**config.mk**
```make
export PLATFORM = sky130hd
export DESIGN_NAME = kbd_ram
export DESIGN_NICKNAME = d
export VERILOG_FILES = /design/src/hdl/kbd_ram.sv
export SDC_FILE = /design/constraint.sdc
export NUM_CORES = 2
export LEC_CHECK = 0
export BUFFER_PORTS_ARGS = -buffer_cell sky130_fd_sc_hd__buf_2
export CAP_MARGIN = 40
export CORE_ASPECT_RATIO = 0.5
export CORE_MARGIN = 2
export CORE_UTILIZATION = 51
export CTS_CLUSTER_DIAMETER = 120
export DETAILED_ROUTE_END_ITERATION = 12
export GPL_ROUTABILITY_DRIVEN = 0
export PLACE_DENSITY = 0.65
export RECOVER_POWER = 100
export SYNTH_ARGS = -nofsm -noshare
export SYNTH_HDL_FRONTEND = slang
export SYNTH_SLANG_ARGS = --single-unit
export TNS_END_PERCENT = 30
```
**constraint.sdc**
```tcl
create_clock -name clk -period 3.6 [get_ports clk]
set_input_delay 0.72 -clock clk [delete_from_list [all_inputs] [get_ports clk]]
set_output_delay 0.72 -clock clk [all_outputs]
set_load 0.05 [all_outputs]
```
**src/hdl/kbd_ram.sv**
```systemverilog
`timescale 1ns / 1ps
module kbd_ram #(
  parameter int WIDTH = 16,
  parameter int DEPTH = 128,
  localparam int AW = $clog2(DEPTH)
) (
  input  logic             clk,
  input  logic             we,
  input  logic [AW-1:0]    waddr,
  input  logic [WIDTH-1:0] wdata,
  input  logic             re,
  input  logic [AW-1:0]    raddr,
  output logic [WIDTH-1:0] rdata
);

  logic [WIDTH-1:0] mem [DEPTH];

  always_ff @(posedge clk) begin
    if (we) begin
      mem[waddr] <= wdata;
    end
    if (re) begin
      rdata <= mem[raddr];
    end
  end

endmodule

```
=== Word level (Yosys, flattened, before mapping) ===
Memory sizes are Yosys's and may differ from the RTL's. A register that Yosys moved wholly into a read port is not among the register bits.
Index checks and enable logic that the tools add are counted.

* Register bits after elaboration: 0
* Bits in latches: 0
* RAM bits: 2048
* ROM bits: 0
* Input bits: 33
* Logic and storage cells: 3
* Memories kept: 1

{| class="wikitable"
|+ Memory list
! name !! words !! bits a word !! read ports !! clocked after memory_dff !! write ports !! line !! text
|-
| mem || 128 || 16 || 1 || 1 || 1 || 16 || <nowiki>logic [WIDTH-1:0] mem [DEPTH];</nowiki>
|}

* Add/subtract/negate cells: 0
* Multipliers: 0
* Divide/modulo/power cells: 0
* $lt $le $gt $ge: 0
* Equality and inequality tests: 0
* Shifts and indexed selects: 0
* Mux-type cells: 2
* Bitwise operators: 0
* Reductions and logical operators: 0

{| class="wikitable"
|+ Operators with widths
! cell !! count
|-
| two-way mux 1 bit || 2
|}

=== Depth between registers and ports, before layout ===
* Word-level depth: 2
* Mapped depth: 7

=== Worst setup path after synthesis ===
OpenSTA, ideal clock, no wires.

* Kind: input port to flip-flop
* Start: input raddr[0]
* End: register rdata[0], read port of mem, data pin
* Data arrival time: 3095 ps
* Required time: 3340 ps
* Setup slack: 246 ps
* Stages on the path: 6
* Cells stage by stage: buf_2 -> buf_1 -> mux4_2 -> mux4_2 -> mux4_2 -> mux2_2

{| class="wikitable"
|+ RTL lines
! what !! line !! text
|-
| from (decl) || 12 || <nowiki>input logic [AW-1:0] raddr,</nowiki>
|-
| to (decl) || 13 || <nowiki>output logic [WIDTH-1:0] rdata</nowiki>
|}

=== Worst setup path in the final report ===
* Start: input waddr[0]
* End: memory mem[63][2] (enable)

{| class="wikitable"
|+ RTL lines
! what !! line !! text
|-
| from (decl) || 9 || <nowiki>input logic [AW-1:0] waddr,</nowiki>
|-
| to (decl) || 16 ||
|}

No word-level cell before the write port.

==> metrics.cfg <==
[clock_tree]
clk-insertion-delay-late_ns = 0.81
cts.root.buffer_cell = clkbuf_16
cts-buffers-inserted = 176
cts_hold_buffers = 0
clock_tree.htree_level_count = 4
cts_repair_resize_count = 0
tritoncts = done
cts.path.max_buffers = 3
clk_pin_slew_worst_paths_ns = 0.06
num_clock_sinks = 2064
postCtsSetupRepairBufs = 0

[synth]
synthesis.nets = 3119
post_synth.cell_area_avg_um2 = 25.5
synthesis.yosys.warnings = 0
synth_cell_types = 16
seq_area_frac_synth_pct = 78.8
mappedNetlistArea_um2 = 78700
synthesis.instances = 3086
ys_seq_elements = 2064

[power_and_ir_drop]
power.share.sequential_pct = 56.0
power.share.clock_pct = 38.4
switching_power_mw = 10.1
cell_int_power_mw = 37.5
combPwrFrac_pct = 5.6
vdd_ir_drop_max_uv = 448
leakagePower_nw = 27.1
power_per_cell_area_nw_per_um2 = 536
p_sw_share_pct = 21.3

[drt]
drt_wl_total_um = 193000
detailroute.wirelength.met3_um = 20200
via_per_inst = 6.39
routedWlPerCell_um = 34.2
ant_nets = 0
highest_metal_layer_used_by_the_detailed_router = met5
dr.pass1.iters = 5
vias = 36134
drt_iter0_drc = 4952
detailroute.wirelength.met2_um = 90900
drt_drc_violations_left = 0
drt-met1-wl_um = 77900

[grt]
grt_pass1_wl_um = 274000
grt_usage_pct = 24.9
antenna_found_initial = 27
via_count_of_the_first_global_routing_pass = 35952
grt_max_degree = 129
grt_remaining_overflow = 0

[floorplan]
floorplan.die.height_um = 282
placementRows = 101
width_of_the_die_um = 559
core-area_um2 = 152000
start_util_pct = 51.6
io_pins = 49
die_area_um2 = 158000

[critical_path]
start_kind = input port
worstPathMaxFanout = 19
worstSetupPathType = in -> reg
worst_path_max_delay_cell = clkbuf_1
worst-r2r-setup-slack_ns = 0.91
cp_num_cells = 5
timing.critical_path.arrival_ns = 3.68
cp_common_cell = clkbuf_1
reg2reg_from = mem[92][7]
worstRegToRegCells = 4
timing.critical_path.required_ns = 4.00
cp_slowest_stage_delay_ns = 1.05
buf_inv_on_cp = 3
worstSetupEndpointType = flip-flop
critical_path.top_delay_family = buffers and inverters
critical_path.cell_chain = clkbuf_1 -> nand4_1 -> clkbuf_1 -> nor2_2 -> clkbuf_1
regToRegEndpoint = rdata[7]

[finish]
final_net_count = 3477
layout.cells.most_common_list = edfxtp_1 (2064), mux4_2 (672), clkbuf_1 (184), clkbuf_16 (180), buf_4 (84)
final_cell_count_no_fill = 5652
final_common_cell = edfxtp_1
flow.area_growth_from_synthesis_pct = 12.8
drive_gt1_share_pct = 33.1

[timing]
clock.fmax_mhz = 305
report.final.setup_viol = 0
fin_worst_skew_ns = 0.0327
finalMaxSlewViolations = 1490
max_slew.worst_pin.slew_ns = 3.26
final_hold_slack_ns = 0.718
relSlewSlack_pct = -117
final_critical_path_setup_slack_ns = 0.324
rsz0062_at_grt = no
finalHoldViolCount = 0
fin_crit_sh_pct = 91.0
finalCriticalPeriod_ns = 3.28

[place]
dp_worst_slack_ns = -0.258
numPortBuffers = 48
dp_hpwl_um = 116000
placed_insts = 5326

[worst_hold_path]
timing.hold.worst.class = in -> reg
worstHoldStart = raddr[5]
holdPathEnd = rdata[3]
holdPathStages = 2

[job]
max_cap_violations = 42

[status]
status = finished with violations
failed_checks = capacitance limit, slew limit

## state kept, by name, summed over array words and instances, names as in the netlist
register	count
rdata	16
mem	2048
## cell usage after synthesis
cell type     n  share of area, %
edfxtp_1   2064                79
mux4_2      672                19
nor2_1      122              0.58
clkbuf_1     82              0.39
buf_2        52              0.33
buf_1        28              0.13
mux2_2       16              0.23
nand2_1      14             0.067
nand3_1      12             0.076
nor3_1        9             0.057
nor2b_1       7             0.056
nand4_1       3             0.024
nand2b_1      2             0.016
buf_4         1            0.0095
buf_6         1             0.014
or3_1         1            0.0080
## worst max path at each step
stage / slack, ns / to / startpoint
after floorplan: 0.25 / rdata[0] / raddr[0]
after global placement: -0.27 / rdata[6] / raddr[0]
after detailed placement: -0.26 / rdata[12] / raddr[0]
after CTS: 0.59 / rdata[12] / raddr[0]
after global routing: 0.27 / mem[93][11] / wdata[11]
final: 0.32 / mem[63][2] / waddr[0]
## worst register-to-register path: cells and delay by family, from the launching register on
kind | cells | cell delay [ns]
multiplexers | 4 | 2.02
flip-flops | 1 | 0.41
## per-layer routing
metal	track usage (%)	vias up
li1	-	14205
met1	36.7	19769
met2	38.3	1856
met3	5.43	288
met4	6.53	16
met5	0	-
## per-stage QoR
step           setup TNS [ns]  utilization [%]  instance area, um^2  power [mW]
6_report                    0             58.3                88800        47.6
4_1_cts                     0             58.7                89500        47.9
3_5_place_dp            -2.55             55.2                84100        29.9
3_3_place_gp            -2.54             55.2                84100        29.8
5_1_grt                     0             58.2                88800        48.9
2_1_floorplan               0                -                78700        28.5
## power by group through the flow
stage / clock (mW) / combinational [mW] / sequential [mW]
after floorplan: 0 / 1.30 / 27.2
after global placement: 0 / 2.65 / 27.2
after detailed placement: 0 / 2.70 / 27.2
after CTS: 18.5 / 2.71 / 26.6
after global routing: 19.4 / 2.77 / 26.7
final: 18.3 / 2.65 / 26.7
## cell type report
type / instances / area, um^2
Clock inverter: 94 / 753
Clock buffer: 219 / 4650
Antenna cell: 13 / 32.5
Multi-Input combinational cell: 858 / 16200
Tap cell: 2060 / 2580
Fill cell: 10722 / 63600
Sequential cell: 2064 / 62000
Timing Repair Buffer: 344 / 2630
## cells by family after synthesis
kind of cell	count (synthesis)	synth area share [%]
buf+inv	164	0.879
flops	2064	78.8
mux	688	19.5
simple gates	170	0.886
Note: power is estimated with default switching activity, not from simulation.
