**config.mk**
```make
export PLATFORM = sky130hd
export DESIGN_NAME = kbd_resolve
export DESIGN_NICKNAME = d
export VERILOG_FILES = /design/src/hdl/kbd_pkg.sv /design/src/hdl/kbd_resolve.sv
export SDC_FILE = /design/constraint.sdc
export NUM_CORES = 1
export LEC_CHECK = 0
export ABC_AREA = 1
export BUFFER_PORTS_ARGS = -buffer_cell sky130_fd_sc_hd__buf_2
export CAP_MARGIN = 0
export CORE_MARGIN = 3
export CORE_UTILIZATION = 50
export DETAILED_ROUTE_END_ITERATION = 7
export HOLD_SLACK_MARGIN = 0.02
export PLACE_DENSITY = 0.83
export SLEW_MARGIN = 30
export SYNTH_ARGS = -nofsm -noshare
export SYNTH_HDL_FRONTEND = slang
export SYNTH_SLANG_ARGS = --single-unit
```
**constraint.sdc**
```tcl
create_clock -name clk -period 4 [get_ports clk]
set_clock_uncertainty 0.15 [all_clocks]
set_input_delay 0.2 -clock clk [delete_from_list [all_inputs] [get_ports clk]]
set_output_delay 0.2 -clock clk [all_outputs]
set_load 0.05 [all_outputs]
```
**src/hdl/kbd_pkg.sv**
```systemverilog
`timescale 1ns / 1ps
package kbd_pkg;

  localparam int NUM_CODES      = 128;
  localparam int CODE_W         = $clog2(NUM_CODES);
  localparam int NUM_TABLES     = 3;
  localparam int TSEL_W         = 2;
  localparam int DEF_CHAR_WIDTH = 16;
  localparam int OUT_CHAR_W     = 16;
  localparam int SPECIAL_W      = 8;
  localparam int MOD_W          = 6;
  localparam int LOCK_W         = 3;

  localparam logic [TSEL_W-1:0] TBL_GENERAL = 2'd0;
  localparam logic [TSEL_W-1:0] TBL_SHIFT   = 2'd1;
  localparam logic [TSEL_W-1:0] TBL_ALT     = 2'd2;

  localparam logic [7:0] BYTE_ACK    = 8'hFA;
  localparam logic [7:0] BYTE_RESEND = 8'hFE;

  localparam logic [CODE_W-1:0] KEY_LSHIFT = 7'h2A;
  localparam logic [CODE_W-1:0] KEY_RSHIFT = 7'h36;
  localparam logic [CODE_W-1:0] KEY_LALT   = 7'h38;
  localparam logic [CODE_W-1:0] KEY_RALT   = 7'h64;
  localparam logic [CODE_W-1:0] KEY_LCTRL  = 7'h1D;
  localparam logic [CODE_W-1:0] KEY_RCTRL  = 7'h61;
  localparam logic [CODE_W-1:0] KEY_CAPS   = 7'h3A;
  localparam logic [CODE_W-1:0] KEY_NUM    = 7'h45;
  localparam logic [CODE_W-1:0] KEY_SCROLL = 7'h46;

  localparam logic [MOD_W-1:0] MOD_LSHIFT = 6'h01;
  localparam logic [MOD_W-1:0] MOD_RSHIFT = 6'h02;
  localparam logic [MOD_W-1:0] MOD_LALT   = 6'h04;
  localparam logic [MOD_W-1:0] MOD_RALT   = 6'h08;
  localparam logic [MOD_W-1:0] MOD_LCTRL  = 6'h10;
  localparam logic [MOD_W-1:0] MOD_RCTRL  = 6'h20;
  localparam logic [MOD_W-1:0] MOD_NONE   = 6'h00;

  localparam logic [LOCK_W-1:0] LOCK_SCROLL = 3'h1;
  localparam logic [LOCK_W-1:0] LOCK_NUM    = 3'h2;
  localparam logic [LOCK_W-1:0] LOCK_CAPS   = 3'h4;
  localparam logic [LOCK_W-1:0] LOCK_NONE   = 3'h0;

  typedef enum logic [1:0] {
    ACT_SCAN,
    ACT_LOAD_CHAR,
    ACT_LOAD_SPECIAL,
    ACT_COMMAND
  } action_t;

  typedef enum logic [1:0] {
    REPLY_NONE,
    REPLY_ACK_SEEN,
    REPLY_RESEND_SEEN
  } reply_t;

  typedef struct packed {
    logic              event_valid;
    reply_t            reply;
    logic              key_down;
    logic              xlate;
    logic [MOD_W-1:0]  mods;
    logic [LOCK_W-1:0] locks;
  } kbd_info_t;

  function automatic logic [LOCK_W-1:0] lock_bit(input logic [CODE_W-1:0] code);
    logic [LOCK_W-1:0] r;
    r = LOCK_NONE;
    if (code == KEY_CAPS) r = LOCK_CAPS;
    else if (code == KEY_NUM) r = LOCK_NUM;
    else if (code == KEY_SCROLL) r = LOCK_SCROLL;
    return r;
  endfunction

  function automatic logic [MOD_W-1:0] modifier_bit(input logic [CODE_W-1:0] code);
    logic [MOD_W-1:0] r;
    r = MOD_NONE;
    if (code == KEY_LSHIFT) r = MOD_LSHIFT;
    else if (code == KEY_RSHIFT) r = MOD_RSHIFT;
    else if (code == KEY_LALT) r = MOD_LALT;
    else if (code == KEY_RALT) r = MOD_RALT;
    else if (code == KEY_LCTRL) r = MOD_LCTRL;
    else if (code == KEY_RCTRL) r = MOD_RCTRL;
    return r;
  endfunction

endpackage

```
**src/hdl/kbd_resolve.sv**
```systemverilog
`timescale 1ns / 1ps
module kbd_resolve import kbd_pkg::*; #(
  parameter int CHAR_WIDTH = DEF_CHAR_WIDTH
) (
  input  logic                  clk,
  input  logic                  rst,
  input  logic                  accept,
  input  kbd_info_t             info,
  output logic                  take,
  input  logic [CHAR_WIDTH-1:0] char_rdata,
  input  logic [SPECIAL_W-1:0]  sp_rdata,
  output logic                  out_valid,
  input  logic                  out_stall,
  output logic                  event_valid,
  output logic [1:0]            reply_seen,
  output logic                  key_down,
  output logic                  has_character,
  output logic [OUT_CHAR_W-1:0] character,
  output logic                  has_special,
  output logic [SPECIAL_W-1:0]  special_code,
  output logic [MOD_W-1:0]      modifier_flags,
  output logic [LOCK_W-1:0]     lock_leds
);

  logic      s1_valid;
  kbd_info_t s1_info;
  logic      advance;
  logic      ch_zero;

  // RAM data lines up with s1; no read is issued while s1 holds
  assign advance = s1_valid && (!out_valid || !out_stall);
  assign take    = !s1_valid || advance;
  assign ch_zero = (char_rdata == '0);

  always_ff @(posedge clk) begin
    if (rst) begin
      s1_valid  <= 1'b0;
      out_valid <= 1'b0;
    end else begin
      if (accept) begin
        s1_valid <= 1'b1;
      end else if (advance) begin
        s1_valid <= 1'b0;
      end
      if (advance) begin
        out_valid <= 1'b1;
      end else if (!out_stall) begin
        out_valid <= 1'b0;
      end
    end
  end

  always_ff @(posedge clk) begin
    if (accept) begin
      s1_info <= info;
    end
    if (advance) begin
      event_valid    <= s1_info.event_valid;
      reply_seen     <= s1_info.reply;
      key_down       <= s1_info.key_down;
      has_character  <= s1_info.xlate && !ch_zero;
      character      <= (s1_info.xlate && !ch_zero) ? OUT_CHAR_W'(char_rdata) : '0;
      has_special    <= s1_info.xlate && ch_zero;
      special_code   <= (s1_info.xlate && ch_zero) ? sp_rdata : '0;
      modifier_flags <= s1_info.mods;
      lock_leds      <= s1_info.locks;
    end
  end

endmodule

```
## Yosys cells after proc, flatten, opt, wreduce, memory -nomap -nowiden

Cells that the tools add are included.
Widths: inputs -> output; s select.

- Flip-flop bits (word level): 55
- Logic and storage cells: 33
- Output and inout port bits: 41

- Equal/unequal tests: 1
- Reductions and logical operators: 11
- Muxes and demuxes: 4

Operators with widths:

| kind | count |
|---|---|
| $logic_not 16->1 | 1 |
| $logic_not 1->1 | 4 |
| $mux 1 | 4 |
| $logic_and 1x1->1 | 3 |
| $logic_or 1x1->1 | 2 |
| $ne 2x1->1 const B | 1 |
| $reduce_bool 2->1 | 1 |

## Logic depth before layout (Yosys ltp)

Gate-level depths: netlist (run 1).

- Depth after elaboration: 5
- Gate-level depth with buffers: 7
- Mapped depth without buffers: 6

## Worst setup path before layout (run 1)

No wires, ideal clock.

- Kind: reg-to-reg
- From: register out_valid
- To: register character[0], enable pin
- Stages on the path, launching flop included: 4
- Slack: 1.104 ns
- Data arrival time: 2.310 ns
- Path through: dfxtp_1 > nand2_1 > inv_1 > nor2_1

- Word-level cells in the longest chain between the ends: 3

RTL lines:

| item | line | text |
|---|---|---|
| from (decl) | kbd_resolve.sv:12 | `output logic out_valid,` |
| from (signal assigned) | kbd_resolve.sv:38 | `out_valid <= 1'b0;` |
| from (signal assigned) | kbd_resolve.sv:46 | `out_valid <= 1'b1;` |
| from (signal assigned) | kbd_resolve.sv:48 | `out_valid <= 1'b0;` |
| $logic_not 1->1 | kbd_resolve.sv:31 | `assign advance = s1_valid && (!out_valid \|\| !out_stall);` |
| $logic_or 1x1->1 | kbd_resolve.sv:31 |  |
| $logic_and 1x1->1 | kbd_resolve.sv:31 |  |
| named net advance | kbd_resolve.sv:27 | `logic advance;` |
| to (signal assigned) | kbd_resolve.sv:62 | `character <= (s1_info.xlate && !ch_zero) ? OUT_CHAR_W'(char_rdata) : '0;` |
| to (decl) | kbd_resolve.sv:18 | `output logic [OUT_CHAR_W-1:0] character,` |

The timed path passes the listed nets, and every way through them passes these cells.
A chain may end at the register's enable or synchronous reset.

## Worst setup path in the final report (run 1)

- From: register out_valid
- To: register special_code[7], enable pin

- Word-level cells in the longest chain between the ends: 3

RTL lines:

| item | line | text |
|---|---|---|
| $logic_not 1->1 | kbd_resolve.sv:31 |  |
| $logic_or 1x1->1 | kbd_resolve.sv:31 |  |
| $logic_and 1x1->1 | kbd_resolve.sv:31 |  |
| named net advance | kbd_resolve.sv:27 |  |
| to (signal assigned) | kbd_resolve.sv:64 | `special_code <= (s1_info.xlate && ch_zero) ? sp_rdata : '0;` |
| to (decl) | kbd_resolve.sv:20 | `output logic [SPECIAL_W-1:0] special_code,` |

The timed path passes the listed nets, and every way through them passes these cells.

==> reports/results.tsv, run 1 <==
metric	value	unit
status	completed	
syn-num-nets	173	
synth_cell_types	11	
grt_pass1_vias	1221	
slew_headroom	0.707	
fin_util	0.720	
min_from	out_stall	
top_layer	met4	
finalNonFillerCells	284	
period_needed	1.51	ns
worst_pin_slew	0.439	ns
routed_via_density	4.42	
yosysWarnings	0	
yosys-top-cells-area	edfxtp_1 (82%), nor2_1 (6.2%), inv_1 (5.6%)	
drive_gt1_frac	0.403	
drtAntennaViolNets	0	
finalNetCount	277	
maxSlewViolCount	0	
yosysSeqAreaShare	0.836	
cts_resized	0	
cts_tree	built	
wl	3.70	mm
grt_pass1_wl	5.44	mm
avgSynthCellArea	14.9	sq um
met3_length	392	um
crit_start	out_valid$_SDFFE_PP0P_	
io_buffers	82	
met2_length	1.87	mm
drt_iter0_markers	136	
path_clk_slew	0.08	ns
numCtsBuffers	5	
core	0.00372	sq mm
min_period_over_period	0.378	
cp-end-kind	register	
area_delta_synth_final	37.1	%
die_area	0.00469	sq mm
fin_setup_tns	0	ns
grt_overflow	0	
hold_path.class	primary input to register	
required	3.85	ns
synth_top_cell_area_share	0.816	
fmax	662	MHz
max-clock-path-buffers	2	
postSynthCellCount	131	
cp-start-kind	register	
finalHoldViolations	0	
clk_latency	0.30	ns
die_w	68.5	um
rows	22	
ys_ff_latch	55	
h-tree-depth	2	
holdWs	0.0385	ns
pre_cts_ws	2.19	ns
cts.sinks	55	
place.gp.congestion	0.711	
fin_ws	2.49	ns
rsz0062_at_grt	false	
reg2reg_from	out_valid$_SDFFE_PP0P_	
p_total	1.10	mW
post-synth-top-area-cell	edfxtp_1	
synth_area	0.00195	sq mm
fin_area	0.00268	sq mm
drt_first_pass_iters	4	
placed_cell_area	0.00242	sq mm
cts_root_buffer	clkbuf_8	
grt_max_degree	40	
dp_hpwl	2.42	mm
io_pins	83	
critPathArrivalTime	1.37	ns
leakagePower	1.22	nW
die_h	68.5	um
start_util	0.525	
dr_total_vias	1254	
dp.cells	260	
met1_length	1.37	mm
cp_max_fo	27	
worstSetupPathType	register to register	
antenna_found_initial	0	
routedWlPerCell	13.0	um
vdd_drop_max	0.301	mV
grt_use_total	0.171	
diodes	0	
drv_cap	0	
finalSetupViolations	0	
drc	0	
fill_cells	268	
power_density	413	mW/mm^2
-- synth_stat cells (all sizes together) --
library cell	n
buf	1
nor2	35
nand3	1
edfxtp	53
a21oi	2
nand2	8
dfxtp	2
inv	29
-- power breakdown --
| part | total [mW] | internal (mW) | switching, mW | leakage, nW |
|---|---|---|---|---|
| clock network | 0.282 | 0.125 | 0.157 | 0.0395 |
| logic | 0.148 | 0.0453 | 0.103 | 0.650 |
| registers | 0.675 | 0.667 | 0.00873 | 0.534 |
-- critical path, cell delays in order (launching register included) --
cell and delay [ns]:
dfxtp_1 0.31, nand2_1 0.08, inv_1 0.08, nor2_4 0.36, buf_16 0.24
-- cell type report --
| type | count | area (sq um) | share of cell area |
|---|---|---|---|
| clock buffers | 8 | 80.1 | 0.0299 |
| flip-flops and latches | 55 | 1630 | 0.610 |
| well taps | 48 | 60.1 | 0.0225 |
| repair buffers | 98 | 588 | 0.220 |
| inverters | 29 | 109 | 0.0407 |
| multi-input cells | 46 | 206 | 0.0772 |
-- cells in the final DEF (no fill, tap or decap) --
| master | netlist | final |
|---|---|---|
| buf_2 | 0 | 82 |
| edfxtp_1 | 53 | 53 |
| nor2_1 | 32 | 31 |
| inv_1 | 29 | 29 |
| dlygate4sd3_1 | 0 | 15 |
| nand2_1 | 6 | 6 |
| clkbuf_8 | 0 | 5 |
| nor2_2 | 3 | 3 |
| clkbuf_1 | 0 | 3 |
| a21oi_1 | 2 | 2 |
| dfxtp_1 | 2 | 2 |
| nor2_4 | 0 | 1 |
| nand2_2 | 1 | 1 |
| nand2_4 | 1 | 1 |
| nand3_2 | 1 | 1 |
| buf_16 | 0 | 1 |
-- cells by family after synthesis --
logic type | after synthesis | synth area share
AOI/OAI and AO/OA | 2 | 0.00513
buffers and inverters | 30 | 0.0616
DFF | 55 | 0.836
and+or+nand+nor | 44 | 0.0969
-- timing repair --
item,CTS,global route
hold buffers,15,0
buffers inserted,0,0
endpoints found under the hold margin,16,0
-- final timing paths --
check,to,slack [ns],cells after the start
worst max-delay path,special_code[7]$_SDFFCE_PN0P_,2.49,4
worst max register to register,special_code[7]$_SDFFCE_PN0P_,2.49,4
worst min-delay path,out_valid$_SDFFE_PP0P_,0.04,3
worst min register to register,modifier_flags[5]$_DFFE_PP_,0.27,0
-- layer usage --
layer / track usage / up-vias
met2: 0.294 / 60
met5: 0 / -
li1: - / 629
met1: 0.176 / 560
met4: 0.0968 / 0
met3: 0.0673 / 5
-- sequential cells by signal, summed over array words and instances (netlist names) --
| signal | flops |
|---|---|
| out_valid | 1 |
| has_character | 1 |
| s1_valid | 1 |
| special_code | 8 |
| event_valid | 1 |
| s1_info | 14 |
| reply_seen | 2 |
| has_special | 1 |
| key_down | 1 |
| lock_leds | 3 |
| character | 16 |
| modifier_flags | 6 |
Note: power is estimated with default switching activity, not from simulation.
==> run 2, diff against run 1 <==
Settings changed: CORE_UTILIZATION 50 to 46, PLACE_DENSITY 0.83 to 0.77.
Clock period 4 ns to 1.5 ns, I/O delays scaled along.
==> run 2 against run 1 <==
The run now ends with setup timing left. Combinational power grew to 3.0 times the previous value. Critical path depth grew 4. Die area grew 7.9%. Clock power grew to 2.9 times the previous value. Critical endpoint is now character[1]$_SDFFCE_PN0P_. Via count grew 6.6%. Cell count grew 6.7%. Sequential cell count is the same. Cell area grew 10%. Sequential share of layout area shrank 5.4 points.
==> reports/results.tsv, run 2 (synthesis gave the netlist of run 1 again) <==
metric	value	unit	change
cp_max_fo	8		-70%
dr_total_vias	1337		+6.6%
layout_commonest_cell	buf_2		
min_from	accept		
grt_max_degree	22		-45%
diodes	0		unchanged
grt_use_total	0.172		+0.000347
numCtsBuffers	5		unchanged
cp-start-kind	primary input		
finalNonFillerCells	303		+6.7%
largest_reg_flops	16		unchanged
cts_root_buffer	clkbuf_8		
routedWlPerCell	13.4	um	+3.1%
maxSlewViolCount	0		unchanged
slew_headroom	0.767		+0.0607
path_clk_slew	0.10	ns	+0.02 ns
routed_via_density	4.41		about the same
rr_worst_depth	4		unchanged
dp_hpwl	2.58	mm	+6.8%
drtAntennaViolNets	0		unchanged
drt_first_pass_iters	4		unchanged
wl	4.07	mm	+9.9%
max_flop_register	character		
start_util	0.481		-0.0442
drc	0		unchanged
die_area	0.00506	sq mm	+7.9%
die_h	71.1	um	+3.9%
status	finished with violations		
drv_cap	0		unchanged
clk_latency	0.29	ns	about the same
cpPeakStageDelay	0.53	ns	+0.17 ns
area_delta_synth_final	50.9	%	
h-tree-depth	2		unchanged
fin_ws	-0.00611	ns	-2.49 ns
critPathArrivalTime	1.42	ns	+0.05 ns
grt_overflow	0		unchanged
cts_tree	built		
power_density	1040	mW/mm^2	+150%
rows	23		+4.5%
pre_cts_ws	0.177	ns	-2.02 ns
core	0.00406	sq mm	+9.2%
holdWs	0.0303	ns	-0.00813 ns
grt_pass1_wl	6.53	mm	+20%
path_delay_family	simple AND/OR/NAND/NOR gates		
fill_cells	267		-0.37%
io_pins	83		unchanged
crit_cells	8		+4
cts.sinks	55		unchanged
crit_buf_inv	2		unchanged
leakagePower	1.32	nW	+7.8%
layout_common_cells	buf_2 (72), edfxtp_1 (53), dlygate4sd3_1 (39)		
top_regs	character (16), s1_info (14), special_code (8)		
dp.cells	264		+1.5%
antenna_found_initial	0		unchanged
crit_path_top_delay_cell	dlygate4sd3_1		
cp-end-kind	register		
cp_common_cell	nor2_1		
finalSetupViolations	3		+3
worstSetupPathType	primary input to register		
die_w	71.1	um	+3.9%
vdd_drop_max	0.697	mV	+130%
reg2reg_from	out_valid$_SDFFE_PP0P_		
min_period_over_period	1.00		
drt_iter0_markers	99		-27%
hold_path_depth	1		-2
required	1.41	ns	-2.44 ns
io_buffers	82		unchanged
fmax	664	MHz	
finalHoldViolations	0		unchanged
crit_start	char_rdata[11]		
period_needed	1.51	ns	
drive_gt1_frac	0.387		-0.0152
grt_pass1_vias	1452		+19%
hold_path.class	primary input to register		
max-clock-path-buffers	2		unchanged
finalNetCount	294		+6.1%
violations	setup timing		
rsz0062_at_grt	true		
worst_pin_slew	0.349	ns	-0.0900 ns
place.gp.congestion	0.773		+8.7%
crit_chain	dlygate4sd3_1 -> buf_2 -> nor2_1 -> nand2_1 -> nor2_2 -> nand2_2 -> nand2_4 -> nor2_1		
==> run 2: power breakdown <==
part           internal, mW  switching (mW)  leakage [nW]
Clock                 0.338           0.467        0.0489
Combinational         0.163           0.286         0.735
Sequential             1.78          0.0267         0.534
==> run 2: stage by stage <==
step / utilization / total power [mW] / TNS (ns) / cell area (sq um)
floorplan: - / 2.07 / -6.82 / 1960
global placement: 0.608 / 2.20 / 0 / 2470
detailed placement: 0.608 / 2.21 / 0 / 2470
CTS: 0.729 / 3.08 / 0 / 2960
global route: 0.725 / 3.16 / -0.397 / 2940
finish: 0.725 / 3.06 / -0.00841 / 2940
==> run 2: worst register-to-register path: cells and delay by family (launching register included) <==
kind          cells  cell delay (ns)
flops             1             0.36
simple gates      2             0.29
buf+inv           2             0.25
==> run 2: what timing repair did <==
action | 4_1_cts | 5_1_grt
buffers inserted | 0 | 0
resized for setup | 0 | 7
hold buffers | 40 | 0
hold endpoints to repair | 40 | 0
setup endpoints to repair | 0 | 21
==> run 2: worst paths after layout <==
path,to,slack [ns]
worst max register to register,character[12]$_SDFFCE_PN0P_,0.16
worst min-delay path,s1_info[4]$_DFFE_PP_,0.03
worst max-delay path,character[1]$_SDFFCE_PN0P_,-0.006
worst min register to register,key_down$_DFFE_PP_,0.27
==> run 2: layer usage <==
metal / track usage / vias up / wire [um]
li1: - / 664 / -
met1: 0.169 / 624 / 1410
met2: 0.343 / 40 / 2380
met3: 0.0355 / 9 / 179
met4: 0.0668 / 0 / 100
met5: 0 / - / 0
==> run 2: area by class of cell <==
cell class | count | area (sq um) | share of cell area
Sequential cell | 55 | 1640 | 0.556
Timing Repair Buffer | 114 | 803 | 0.273
Multi-Input combinational cell | 47 | 241 | 0.0821
Inverter | 29 | 109 | 0.0370
Clock buffer | 5 | 68.8 | 0.0234
Tap cell | 50 | 62.6 | 0.0213
Clock inverter | 3 | 22.5 | 0.00765
