--- config.mk ---
export PLATFORM = sky130hd
export DESIGN_NAME = kbd_decode
export DESIGN_NICKNAME = d
export VERILOG_FILES = /design/src/hdl/kbd_pkg.sv /design/src/hdl/kbd_decode.sv
export SDC_FILE = /design/constraint.sdc
export NUM_CORES = 1
export LEC_CHECK = 0
export BUFFER_PORTS_ARGS = -buffer_cell sky130_fd_sc_hd__buf_2
export CORE_MARGIN = 2
export CORE_UTILIZATION = 40
export CTS_BUF_LIST = sky130_fd_sc_hd__clkbuf_2
export CTS_CLUSTER_SIZE = 24
export DETAILED_ROUTE_END_ITERATION = 16
export MAX_ROUTING_LAYER = met4
export PLACE_DENSITY_LB_ADDON = 0.08
export SKIP_LAST_GASP = 1
export SYNTH_ARGS = -nofsm -noshare
export SYNTH_HDL_FRONTEND = slang
export SYNTH_SLANG_ARGS = --single-unit
export TNS_END_PERCENT = 50
--- constraint.sdc ---
create_clock -name clk -period 4.69 [get_ports clk]
set_input_delay 1.1725 -clock clk [delete_from_list [all_inputs] [get_ports clk]]
set_output_delay 1.1725 -clock clk [all_outputs]
set_load 0.05 [all_outputs]
--- src/hdl/kbd_pkg.sv ---
`timescale 1ns / 1ps
package kbd_pkg;

  localparam int NUM_CODES      = 128;
  localparam int CODE_W         = $clog2(NUM_CODES);
  localparam int NUM_TABLES     = 3;
  localparam int TSEL_W         = 2;
  localparam int DEF_CHAR_WIDTH = 16;
  localparam int OUT_CHAR_W     = 16;
  localparam int SPECIAL_W      = 8;
  localparam int MOD_W          = 6;
  localparam int LOCK_W         = 3;

  localparam logic [TSEL_W-1:0] TBL_GENERAL = 2'd0;
  localparam logic [TSEL_W-1:0] TBL_SHIFT   = 2'd1;
  localparam logic [TSEL_W-1:0] TBL_ALT     = 2'd2;

  localparam logic [7:0] BYTE_ACK    = 8'hFA;
  localparam logic [7:0] BYTE_RESEND = 8'hFE;

  localparam logic [CODE_W-1:0] KEY_LSHIFT = 7'h2A;
  localparam logic [CODE_W-1:0] KEY_RSHIFT = 7'h36;
  localparam logic [CODE_W-1:0] KEY_LALT   = 7'h38;
  localparam logic [CODE_W-1:0] KEY_RALT   = 7'h64;
  localparam logic [CODE_W-1:0] KEY_LCTRL  = 7'h1D;
  localparam logic [CODE_W-1:0] KEY_RCTRL  = 7'h61;
  localparam logic [CODE_W-1:0] KEY_CAPS   = 7'h3A;
  localparam logic [CODE_W-1:0] KEY_NUM    = 7'h45;
  localparam logic [CODE_W-1:0] KEY_SCROLL = 7'h46;

  localparam logic [MOD_W-1:0] MOD_LSHIFT = 6'h01;
  localparam logic [MOD_W-1:0] MOD_RSHIFT = 6'h02;
  localparam logic [MOD_W-1:0] MOD_LALT   = 6'h04;
  localparam logic [MOD_W-1:0] MOD_RALT   = 6'h08;
  localparam logic [MOD_W-1:0] MOD_LCTRL  = 6'h10;
  localparam logic [MOD_W-1:0] MOD_RCTRL  = 6'h20;
  localparam logic [MOD_W-1:0] MOD_NONE   = 6'h00;

  localparam logic [LOCK_W-1:0] LOCK_SCROLL = 3'h1;
  localparam logic [LOCK_W-1:0] LOCK_NUM    = 3'h2;
  localparam logic [LOCK_W-1:0] LOCK_CAPS   = 3'h4;
  localparam logic [LOCK_W-1:0] LOCK_NONE   = 3'h0;

  typedef enum logic [1:0] {
    ACT_SCAN,
    ACT_LOAD_CHAR,
    ACT_LOAD_SPECIAL,
    ACT_COMMAND
  } action_t;

  typedef enum logic [1:0] {
    REPLY_NONE,
    REPLY_ACK_SEEN,
    REPLY_RESEND_SEEN
  } reply_t;

  typedef struct packed {
    logic              event_valid;
    reply_t            reply;
    logic              key_down;
    logic              xlate;
    logic [MOD_W-1:0]  mods;
    logic [LOCK_W-1:0] locks;
  } kbd_info_t;

  function automatic logic [LOCK_W-1:0] lock_bit(input logic [CODE_W-1:0] code);
    logic [LOCK_W-1:0] r;
    r = LOCK_NONE;
    if (code == KEY_CAPS) r = LOCK_CAPS;
    else if (code == KEY_NUM) r = LOCK_NUM;
    else if (code == KEY_SCROLL) r = LOCK_SCROLL;
    return r;
  endfunction

  function automatic logic [MOD_W-1:0] modifier_bit(input logic [CODE_W-1:0] code);
    logic [MOD_W-1:0] r;
    r = MOD_NONE;
    if (code == KEY_LSHIFT) r = MOD_LSHIFT;
    else if (code == KEY_RSHIFT) r = MOD_RSHIFT;
    else if (code == KEY_LALT) r = MOD_LALT;
    else if (code == KEY_RALT) r = MOD_RALT;
    else if (code == KEY_LCTRL) r = MOD_LCTRL;
    else if (code == KEY_RCTRL) r = MOD_RCTRL;
    return r;
  endfunction

endpackage

--- src/hdl/kbd_decode.sv ---
`timescale 1ns / 1ps
module kbd_decode import kbd_pkg::*; #(
  parameter int CHAR_WIDTH = DEF_CHAR_WIDTH,
  localparam int CADDR_W = $clog2(NUM_TABLES * NUM_CODES)
) (
  input  logic                  clk,
  input  logic                  rst,
  input  logic                  accept,
  input  logic [1:0]            action,
  input  logic [7:0]            scan_byte,
  input  logic [TSEL_W-1:0]     table_select,
  input  logic [CODE_W-1:0]     table_index,
  input  logic [15:0]           table_value,
  output kbd_info_t             info,
  output logic                  char_we,
  output logic [CADDR_W-1:0]    char_waddr,
  output logic [CHAR_WIDTH-1:0] char_wdata,
  output logic [CADDR_W-1:0]    char_raddr,
  output logic                  sp_we,
  output logic [CODE_W-1:0]     sp_waddr,
  output logic [SPECIAL_W-1:0]  sp_wdata,
  output logic [CODE_W-1:0]     sp_raddr
);

  logic [MOD_W-1:0]  mods, mods_next;
  logic [LOCK_W-1:0] locks, locks_next;
  logic              pending, pending_next;

  logic [CODE_W-1:0] code;
  logic              release_key;
  logic [LOCK_W-1:0] lb;
  logic [MOD_W-1:0]  mb;
  logic [TSEL_W-1:0] rd_tsel;
  action_t           act;

  assign act         = action_t'(action);
  assign code        = scan_byte[CODE_W-1:0];
  assign release_key = scan_byte[7];
  assign lb          = lock_bit(code);
  assign mb          = modifier_bit(code);

  // shift/caps -> shift table, RALT -> alt, else general
  always_comb begin
    if (((mods & (MOD_LSHIFT | MOD_RSHIFT)) != MOD_NONE) || ((locks & LOCK_CAPS) != LOCK_NONE)) begin
      rd_tsel = TBL_SHIFT;
    end else if ((mods & MOD_RALT) != MOD_NONE) begin
      rd_tsel = TBL_ALT;
    end else begin
      rd_tsel = TBL_GENERAL;
    end
  end

  assign char_raddr = CADDR_W'({rd_tsel, code});
  assign sp_raddr   = code;

  assign char_we    = accept && (act == ACT_LOAD_CHAR) && (table_select <= TBL_ALT);
  assign char_waddr = CADDR_W'({table_select, table_index});
  assign char_wdata = CHAR_WIDTH'(table_value);
  assign sp_we      = accept && (act == ACT_LOAD_SPECIAL);
  assign sp_waddr   = table_index;
  assign sp_wdata   = table_value[SPECIAL_W-1:0];

  always_comb begin
    mods_next        = mods;
    locks_next       = locks;
    pending_next     = pending;
    info             = '0;
    info.reply       = REPLY_NONE;
    unique case (act)
      ACT_LOAD_CHAR, ACT_LOAD_SPECIAL: begin
      end
      ACT_COMMAND: begin
        pending_next = 1'b1;
      end
      ACT_SCAN: begin
        priority if (pending && scan_byte == BYTE_ACK) begin
          pending_next = 1'b0;
          info.reply   = REPLY_ACK_SEEN;
        end else if (pending && scan_byte == BYTE_RESEND) begin
          pending_next = 1'b0;
          info.reply   = REPLY_RESEND_SEEN;
        end else begin
          info.event_valid = 1'b1;
          if (!release_key) begin
            info.key_down = 1'b1;
            if (lb != LOCK_NONE) begin
              locks_next = locks ^ lb;
            end else if (mb != MOD_NONE) begin
              mods_next = mods | mb;
            end else begin
              info.xlate = 1'b1;
            end
          end else begin
            if (mb != MOD_NONE) begin
              mods_next = mods & ~mb;
            end else begin
              info.xlate = 1'b1;
            end
          end
        end
      end
      default: begin
      end
    endcase
    info.mods  = mods_next;
    info.locks = locks_next;
  end

  always_ff @(posedge clk) begin
    if (rst) begin
      mods    <= MOD_NONE;
      locks   <= LOCK_NONE;
      pending <= 1'b0;
    end else if (accept) begin
      mods    <= mods_next;
      locks   <= locks_next;
      pending <= pending_next;
    end
  end

endmodule

After elaboration in Yosys (flattened, before gate mapping):

Index checks and enable logic that the tools add are counted.
Widths: inputs -> output; s select.

* output and inout port bits: 72
* register bits: 10
* input port bits: 38
* word-level logic and storage cells: 72

* order comparisons: 1
* reduce and logical (&&, ||, !) cells: 12
* bitwise gates (word level): 4
* equality and inequality tests: 15
* muxes and demuxes: 37

Operators with widths (number)
* $mux 6: 13
* $eq 7x6->1 const B: 4
* $eq 7x7->1 const B: 4
* $mux 3: 7
* $eq 8x8->1 const B: 2
* $mux 2: 6
* $reduce_bool 6->1: 2
* $mux 1: 9
* $eq 7x5->1 const B: 1
* $and 6x6->6: 1
* $not 6->6: 1
* $or 6x6->6: 1
* $logic_and 1x1->1: 5
* $mux 5: 1
* $eq 2x2->1 const B: 2
* $ne 3x3->1 const B: 1
* $reduce_and 3->1: 1
* $reduce_bool 3->1: 1
* $xor 3x3->3: 1
* $eq 2x1->1 const B: 1
* $le 2x2->1 const B: 1
* $logic_not 2->1: 1
* $pmux 1 s2: 1
* $reduce_bool 2->1: 1
* $logic_or 1x1->1: 1

Logic depth before layout (Yosys ltp):

Gate-level depths: netlist of the first run.

* depth after elaboration: 14
* gate-level depth with buffers: 6

Worst setup path after synthesis of the first run:

Ideal clock, no wire load.

* kind: input to output
* start: input port scan_byte[4]
* end: output port info[9] in the netlist's numbering
* path slack: -0.034 ns
* buffers on the path: 1
* stages on the path: 5
* arrival time: 3.552 ns
* cell sequence: buf_2 -> nand4_1 -> o31a_1 -> nand3_2 -> a211oi_1

RTL lines
* from (decl): RTL line kbd_decode.sv:10 `input logic [7:0] scan_byte,`
* to (decl): RTL line kbd_decode.sv:14 `output kbd_info_t info,`

==> flow_summary.yaml, run 1 <==
placed_design:
  pre_cts_slack_ps: 862
  place_congestion: 0.818
  io_buffer_count: 48
  dpl_cell_area_mm2: 0.00124
  placed_cells: 206
  dp_hpwl_um: 2450
floorplanning:
  top_level_ports: 110
  start_util_pct: 41.4
  core-area_mm2: 0.00331
  rows: 21
  die_y_um: 62.5
  die_area_mm2: 0.00391
  die_w_um: 62.5
timing:
  worst_slew_pin_slew_ps: 394
  max-slew-margin-rel_pct: 73.7
  setup_slack_ps: 887
  hold_viol: 0
  fin_crit_ps: 3800
  fin_skew_ps: 2.38
  slew_violations: 0
  setup_violations: 0
  post-route-period-util_pct: 81.1
  finalSetupTns_ps: 0
  fmax_ghz: 0.263
  holdWs_ps: 508
  grt_setup_unrepaired: "false"
clock_network:
  h-tree-depth: 1
  cts-root-buf: "clkbuf_2"
  cts_tree: "yes"
  numCtsBuffers: 3
  clock_sinks: 10
  clockBufferDepth: 2
  clock_latency_ps: 270
  postCtsSetupBuffers: 0
  hold_buffers: 0
  clkTransAtPathRegs_ps: 120
  postCtsResizedCells: 0
worst_hold_path:
  min_path_type: "reg -> reg"
cells_and_area:
  final_area_mm2: 0.00125
  fillCellCount: 373
  antenna_cells: 0
  fin_cells: 210
  syn2layout_area_growth_pct: -8.40
  ff_latch_area_um2: 200
  multi_input_area_um2: 701
  drive_gt1_share_pct: 37.8
  nets: 203
  fin_util_pct: 37.9
yosys:
  synth.yosys.seq_area_share_pct: 14.6
  syn_avg_cell_area_um2: 7.92
  ys_ff_latch: 10
  synth-edff-count: 0
  netlist_instances: 173
  syn_area_mm2: 0.00137
  syn_nets: 211
  synth.distinct_cells: 45
  synthArstFlopShare_pct: 0
  synthFlopType: "dfxtp_1"
  ys_warn_count: 0
routing:
  drc: 0
  totalWireLength_um: 3130
  vias: 1118
  drtPass1Iterations: 4
  antenna_left: 0
  wl_per_cell_um: 14.9
  drtIter0Drc: 40
  viasPerCell: 5.32
pwr:
  p_total_uw: 225
  p_per_area_mw_per_mm2: 179
  power.leakage_nw: 0.538
  irDropWorstVdd_mv: 0.0756
setup_path:
  cp_slowest_cell: "nor2b_1"
  worstPathCellList: "buf_2 > nor2b_1 > nor4b_4 > mux2i_1 > a21oi_1 > buf_2"
  crit_top_cell: "buf_2"
  start_kind: "primary input"
  cp-end-kind: "output port"
  worst-path-max-fanout: 8
  critical_path_arrival_ps: 2630
  required_ps: 3520
  cpPeakStageDelay_ps: 370
  critPathKind: "in -> out"
global_routing:
  met2_usage_pct: 25.7
  antenna_found_initial: 0
  grt_pass1_wl_um: 5030
  grt_use_total_pct: 16.2
  use_met3_pct: 4.68
  grt_overflow: 0
  busiest_layer: "met2"
  met1_usage_pct: 19.6
  grt_start_max_net_pins: 14
  grt_pass1_vias: 1092
run_status:
  run_status: "finished, final reports clean"
job:
  drv_cap: 0
-- area by class of cell --
type	count	area share, %
multi-input cells	93	55.8
repair buffers	49	19.7
flip-flops and latches	10	16.0
well taps	46	4.59
inverters	8	2.39
clock buffers	3	1.20
clock inverters	1	0.299
-- path summary, 6_finish.rpt --
| check | startpoint | end | slack [ps] | cells past startpoint |
|---|---|---|---|---|
| worst min register to register | locks[1]$_SDFFE_PP0P_ | locks[1]$_SDFFE_PP0P_ | 510 | 2 |
| worst max-delay path | scan_byte[1] | info[4] | 890 | 6 |
| worst max register to register | pending$_SDFFE_PP0P_ | mods[1]$_SDFFE_PP0P_ | 3260 | 4 |
| worst min-delay path | locks[1]$_SDFFE_PP0P_ | locks[1]$_SDFFE_PP0P_ | 510 | 2 |
-- cell usage after synthesis (all sizes together), types with 4 or more instances --
master,n,area (um2)
mux2i,10,100
buf,59,430
nor3,4,25.0
a21oi,9,45.0
nor2,7,26.3
nand2,5,18.8
nand4,5,31.3
nor3b,4,30.0
dfxtp,10,200
inv,8,30.0
o21ai,4,23.8
a211oi,7,52.6
-- flip-flops by register name (all words and copies together), names as in the netlist --
signal / cells
locks: 3
mods: 6
pending: 1
-- where the power goes --
| group | leakage, nW | total [mW] | internal [mW] | switching (mW) |
|---|---|---|---|---|
| sequential | 0.0806 | 0.0857 | 0.0853 | 0.000371 |
| combinational | 0.443 | 0.0856 | 0.0209 | 0.0647 |
| clock | 0.0140 | 0.0539 | 0.0185 | 0.0354 |
| total | 0.538 | 0.225 | 0.125 | 0.100 |
-- worst max-delay path: cells and delay by family --
family                 cells  cell delay, ps
muxes                      1             120
buffers and inverters      2             450
and+or+nand+nor            2             740
AOI/OAI and AO/OA          1             150
-- layout by cell type, fill, tap and decap left out, types with 3 or more instances in the layout --
cell type,n
nor2_1,7
inv_1,8
o21ai_0,3
nor3_1,3
or3_1,3
nand2_1,5
buf_2,48
nand4b_1,3
nand4_1,5
a211oi_1,6
dfxtp_1,10
xnor2_1,3
nor3b_1,4
nand2b_1,3
a21oi_1,9
mux2i_1,10
clkbuf_2,3
-- cell families (layout without fill, tap and decap cells) --
logic type	Yosys count	after routing	synth area share (%)
xor gates and xnor gates	4	4	2.56
DFF	10	10	14.6
buffers and inverters	70	61	34.6
muxes	10	10	7.31
and+or+nand+nor	50	50	26.8
AOI/OAI and AO/OA	29	29	14.2
-- routing by layer --
metal	routed length, um	vias up	share of wire (%)
met5	0	-	0
met4	43	0	1.4
met3	280	11	9.0
met2	1450	56	46
met1	1350	514	43
li1	-	537	-
(Power assumes the default switching activity.)
==> inputs of run 2 (changes only) <==
Settings changed: CORE_UTILIZATION 40 to 37.
Clock period 4.69 ns to 3.4 ns, I/O delays scaled along.
==> run 2 against run 1 <==
Largest cell class unchanged. Design area is 3.0% higher. Final cell count increased by 1.4%. Die area rose by 7.6%. Combinational power grew 40%. Via count hardly changed.
==> flow_summary.yaml, run 2 (synthesis gave the netlist of run 1 again) <==
global_routing:
  grt_pass1_wl_um: 5110
  grt_overflow: 0
  grt_start_max_net_pins: 14
  antenna_found_initial: 0
  grt_pass1_vias: 1054
  grt_use_total_pct: 15.9
placed_design:
  dp_hpwl_um: 2440
  dpl_cell_area_mm2: 0.00127
  place_congestion: 0.851
  io_buffer_count: 48
  placed_cells: 209
  pre_cts_slack_ps: 236
cells_and_area:
  regMostFlops: "mods"
  syn2layout_area_growth_pct: -5.66
  final_area_mm2: 0.00129
  fin_cells: 213
  fin_util_pct: 35.8
  ff_latch_area_um2: 200
  fillCellCount: 399
  multi_input_area_um2: 728
  final_cell_mix: "buf_2 (48), mux2i_1 (10), dfxtp_1 (10)"
  largest_reg_flops: 6
  reg_top3: "mods (6), locks (3), pending (1)"
  layout_commonest_cell: "buf_2"
  drive_gt1_share_pct: 40.0
  antenna_cells: 0
  nets: 204
clock_network:
  clkTransAtPathRegs_ps: 110
  hold_buffers: 0
  clock_sinks: 10
  clock_latency_ps: 260
  postCtsResizedCells: 0
  postCtsSetupBuffers: 0
  h-tree-depth: 1
  clockBufferDepth: 2
  numCtsBuffers: 3
  cts-root-buf: "clkbuf_2"
  cts_tree: "yes"
setup_path:
  start_kind: "primary input"
  cp_slowest_cell: "or4_4"
  worst-path-stages: 6
  worstPathCellList: "buf_2 > or4_4 > nor3_1 > nor2_1 > a21oi_1 > buf_2"
  critical_path_arrival_ps: 2300
  crit_top_cell: "buf_2"
  cp-end-kind: "output port"
  rr_worst_depth: 5
  required_ps: 2550
  critPathKind: "in -> out"
  cp_top_family: "simple AND/OR/NAND/NOR gates"
  worst-path-buf-inv: 2
  worst-path-max-fanout: 8
  cpPeakStageDelay_ps: 540
pwr:
  irDropWorstVdd_mv: 0.0905
  p_int_uw: 173
  clockPowerShare_pct: 23.5
  p_seq_share_pct: 38.0
  p_per_area_mw_per_mm2: 241
  power_switching_uw: 138
  p_total_uw: 311
  p_comb_share_pct: 38.6
  p_sw_share_pct: 44.4
  power.leakage_nw: 0.564
timing:
  worst_slew_pin_slew_ps: 390
  fin_crit_ps: 3150
  setup_slack_ps: 247
  hold_viol: 0
  grt_setup_unrepaired: "false"
  setup_violations: 0
  holdWs_ps: 516
  fin_skew_ps: 13.2
  finalSetupTns_ps: 0
  fmax_ghz: 0.317
  slew_violations: 0
  max-slew-margin-rel_pct: 74.0
  post-route-period-util_pct: 92.7
floorplanning:
  top_level_ports: 110
  die_w_um: 64.9
  rows: 22
  core-area_mm2: 0.00361
  start_util_pct: 38.0
  die_area_mm2: 0.00421
  die_y_um: 64.9
routing:
  drtIter0Drc: 50
  drtPass1Iterations: 4
  totalWireLength_um: 3140
  viasPerCell: 5.24
  antenna_left: 0
  vias: 1117
  wl_per_cell_um: 14.7
  drc: 0
worst_hold_path:
  whs_path_depth: 2
  min_path_type: "reg -> reg"
job:
  drv_cap: 0
run_status:
  run_status: "finished, final reports clean"
[run 2: cell type report]
cell class                 count  share of cell area, %
sequential                    10                   15.5
clock inverter                 1                  0.290
tap                           48                   4.65
clock buffer                   3                   1.16
multi-input combinational     93                   56.3
inverter                       8                   2.32
timing repair buffer          50                   19.7
[run 2: worst paths after layout]
kind	start	endpoint	slack (ps)
setup reg to reg	pending$_SDFFE_PP0P_	pending$_SDFFE_PP0P_	1890
hold / removal	pending$_SDFFE_PP0P_	pending$_SDFFE_PP0P_	520
hold reg to reg	pending$_SDFFE_PP0P_	pending$_SDFFE_PP0P_	520
setup / recovery	scan_byte[0]	info[5]	250
[run 2: worst register-to-register path: cells and delay by family (launching register included)]
kind	cells	cell delay, ps
AO/OA/AOI/OAI	3	630
flip-flops	1	380
AND/OR/NAND/NOR	1	230
buffers and inverters	1	160
[run 2: routing by layer]
| metal | wire length [um] | global-route usage, % | share of wire (%) | up-vias |
|---|---|---|---|---|
| met2 | 1400 | 24.1 | 45 | 49 |
| met4 | 62 | 6.12 | 2.0 | 0 |
| li1 | - | - | - | 542 |
| met3 | 230 | 3.82 | 7.3 | 14 |
| met1 | 1450 | 20.3 | 46 | 512 |
| met5 | 0 | - | 0 | - |
[run 2: power by group through the flow]
| stage | Clock (mW) | Combinational [mW] | Sequential [mW] |
|---|---|---|---|
| after global placement | 0 | 0.120 | 0.121 |
| after CTS | 0.0786 | 0.121 | 0.118 |
| final | 0.0730 | 0.120 | 0.118 |
| after detailed placement | 0 | 0.120 | 0.121 |
| after global routing | 0.0837 | 0.127 | 0.118 |
| after floorplan | 0 | 0.221 | 0.121 |
==> inputs of run 3 (changes only) <==
Clock period 3.4 ns to 2.58 ns, I/O delays scaled along.
==> run 3 against run 2 <==
Clock skew is 1.6 ps higher. Sequential share of layout area down 4.2 points. Design area rose by 38%. Clock power increased by 40%. Count of clock-buffer cells in the layout stayed put. Critical path type unchanged. Hold slack gained 13 ps. Core utilization is 13 points higher. Highest routed layer unchanged.
==> flow_summary.yaml, run 3 (synthesis gave the netlist of run 1 again) <==
routing:
  drtIter0Drc: 62
  antenna_left: 0
  vias: 1277
  viasPerCell: 5.09
  totalWireLength_um: 3680
  drtPass1Iterations: 4
  drc: 0
  wl_per_cell_um: 14.7
pwr:
  p_total_uw: 468
  power.leakage_nw: 0.798
  irDropWorstVdd_mv: 0.147
  p_per_area_mw_per_mm2: 263
global_routing:
  grt_overflow: 0
  grt_use_total_pct: 18.4
  antenna_found_initial: 0
  grt_start_max_net_pins: 12
  grt_pass1_wl_um: 5900
  grt_pass1_vias: 1236
placed_design:
  place_congestion: 0.863
  io_buffer_count: 48
  dpl_cell_area_mm2: 0.00163
  dp_hpwl_um: 2840
setup_path:
  cp-end-kind: "output port"
  required_ps: 1930
  rr_startpoint: "pending$_SDFFE_PP0P_"
  crit_start: "scan_byte[0]"
  critical_path_arrival_ps: 1930
  worst-path-max-fanout: 8
  critPathKind: "in -> out"
  start_kind: "primary input"
clock_network:
  cts_tree: "yes"
  clkTransAtPathRegs_ps: 140
  numCtsBuffers: 3
  hold_buffers: 0
  cts-root-buf: "clkbuf_2"
  h-tree-depth: 1
  clockBufferDepth: 2
  clock_sinks: 10
  clock_latency_ps: 280
cells_and_area:
  regMostFlops: "mods"
  largest_reg_flops: 6
  drive_gt1_share_pct: 57.1
  ff_latch_area_um2: 200
  fillCellCount: 363
  antenna_cells: 0
  final_area_mm2: 0.00178
  final_cell_mix: "buf_4 (45), buf_2 (35), dfxtp_1 (10)"
  layout_commonest_cell: "buf_4"
  reg_top3: "mods (6), locks (3), pending (1)"
  nets: 242
  syn2layout_area_growth_pct: 29.8
  multi_input_area_um2: 858
timing:
  slew_violations: 0
  grt_setup_unrepaired: "true"
  hold_viol: 0
  worst_slew_pin_slew_ps: 333
  post-route-period-util_pct: 100
  fin_crit_ps: 2580
  max-slew-margin-rel_pct: 77.6
  fmax_ghz: 0.388
  holdWs_ps: 529
  fin_skew_ps: 14.9
  setup_violations: 0
floorplanning:
  die_y_um: 64.9
  rows: 22
  start_util_pct: 38.0
  top_level_ports: 110
  core-area_mm2: 0.00361
  die_area_mm2: 0.00421
  die_w_um: 64.9
worst_hold_path:
  hold_start: "pending$_SDFFE_PP0P_"
  min_path_type: "reg -> reg"
job:
  drv_cap: 0
run_status:
  run_status: "finished, final reports clean"
## run 3: per-stage QoR
step	setup slack (ps)	std cells	setup TNS (ps)	utilization (%)
6_report	0.767	251	0	49.3
5_1_grt	-58.1	251	-148	49.3
4_1_cts	-24.3	247	-79.0	46.5
3_5_place_dp	-94.5	243	-241	45.3
3_3_place_gp	-82.2	243	-181	45.3
2_1_floorplan	-165	173	-1590	-
## run 3: timing repair
action / CTS / global route
setup buffers: 0 / 4
gates resized for setup: 7 / 28
endpoints found under the setup margin: 8 / 8
pin swaps: 0 / 6
## run 3: layer usage
| metal | vias to the layer above | GRT usage, % | share of wire [%] |
|---|---|---|---|
| met3 | 16 | 3.82 | 6.9 |
| met5 | - | - | 0 |
| li1 | 613 | - | - |
| met4 | 0 | 5.59 | 1.3 |
| met1 | 595 | 22.4 | 43 |
| met2 | 53 | 30.4 | 49 |
## run 3: final timing paths
path / depth (start not counted) / slack [ps] / end
worst max register to register: 5 / 1030 / pending$_SDFFE_PP0P_
worst max-delay path: 7 / 0.8 / info[9]
worst min-delay path: 2 / 530 / pending$_SDFFE_PP0P_
worst min register to register: 2 / 530 / pending$_SDFFE_PP0P_
## run 3: worst max-delay path, stage by stage
cell,delay [ps]
buf_8,100
and2b_1,180
o211ai_1,200
buf_4,160
nand3_4,160
a211oi_4,300
buf_6,190
## run 3: cell type report
cell class	count	area share, %
clock buffers	3	0.844
flip-flops and latches	10	11.3
inverters	8	1.69
repair buffers	88	34.3
well taps	48	3.38
clock inverters	1	0.211
multi-input cells	93	48.3
## run 3: power by group
group | switching [mW] | internal (mW)
Combinational | 0.134 | 0.0769
Clock | 0.0682 | 0.0337
Sequential | 0.000605 | 0.155
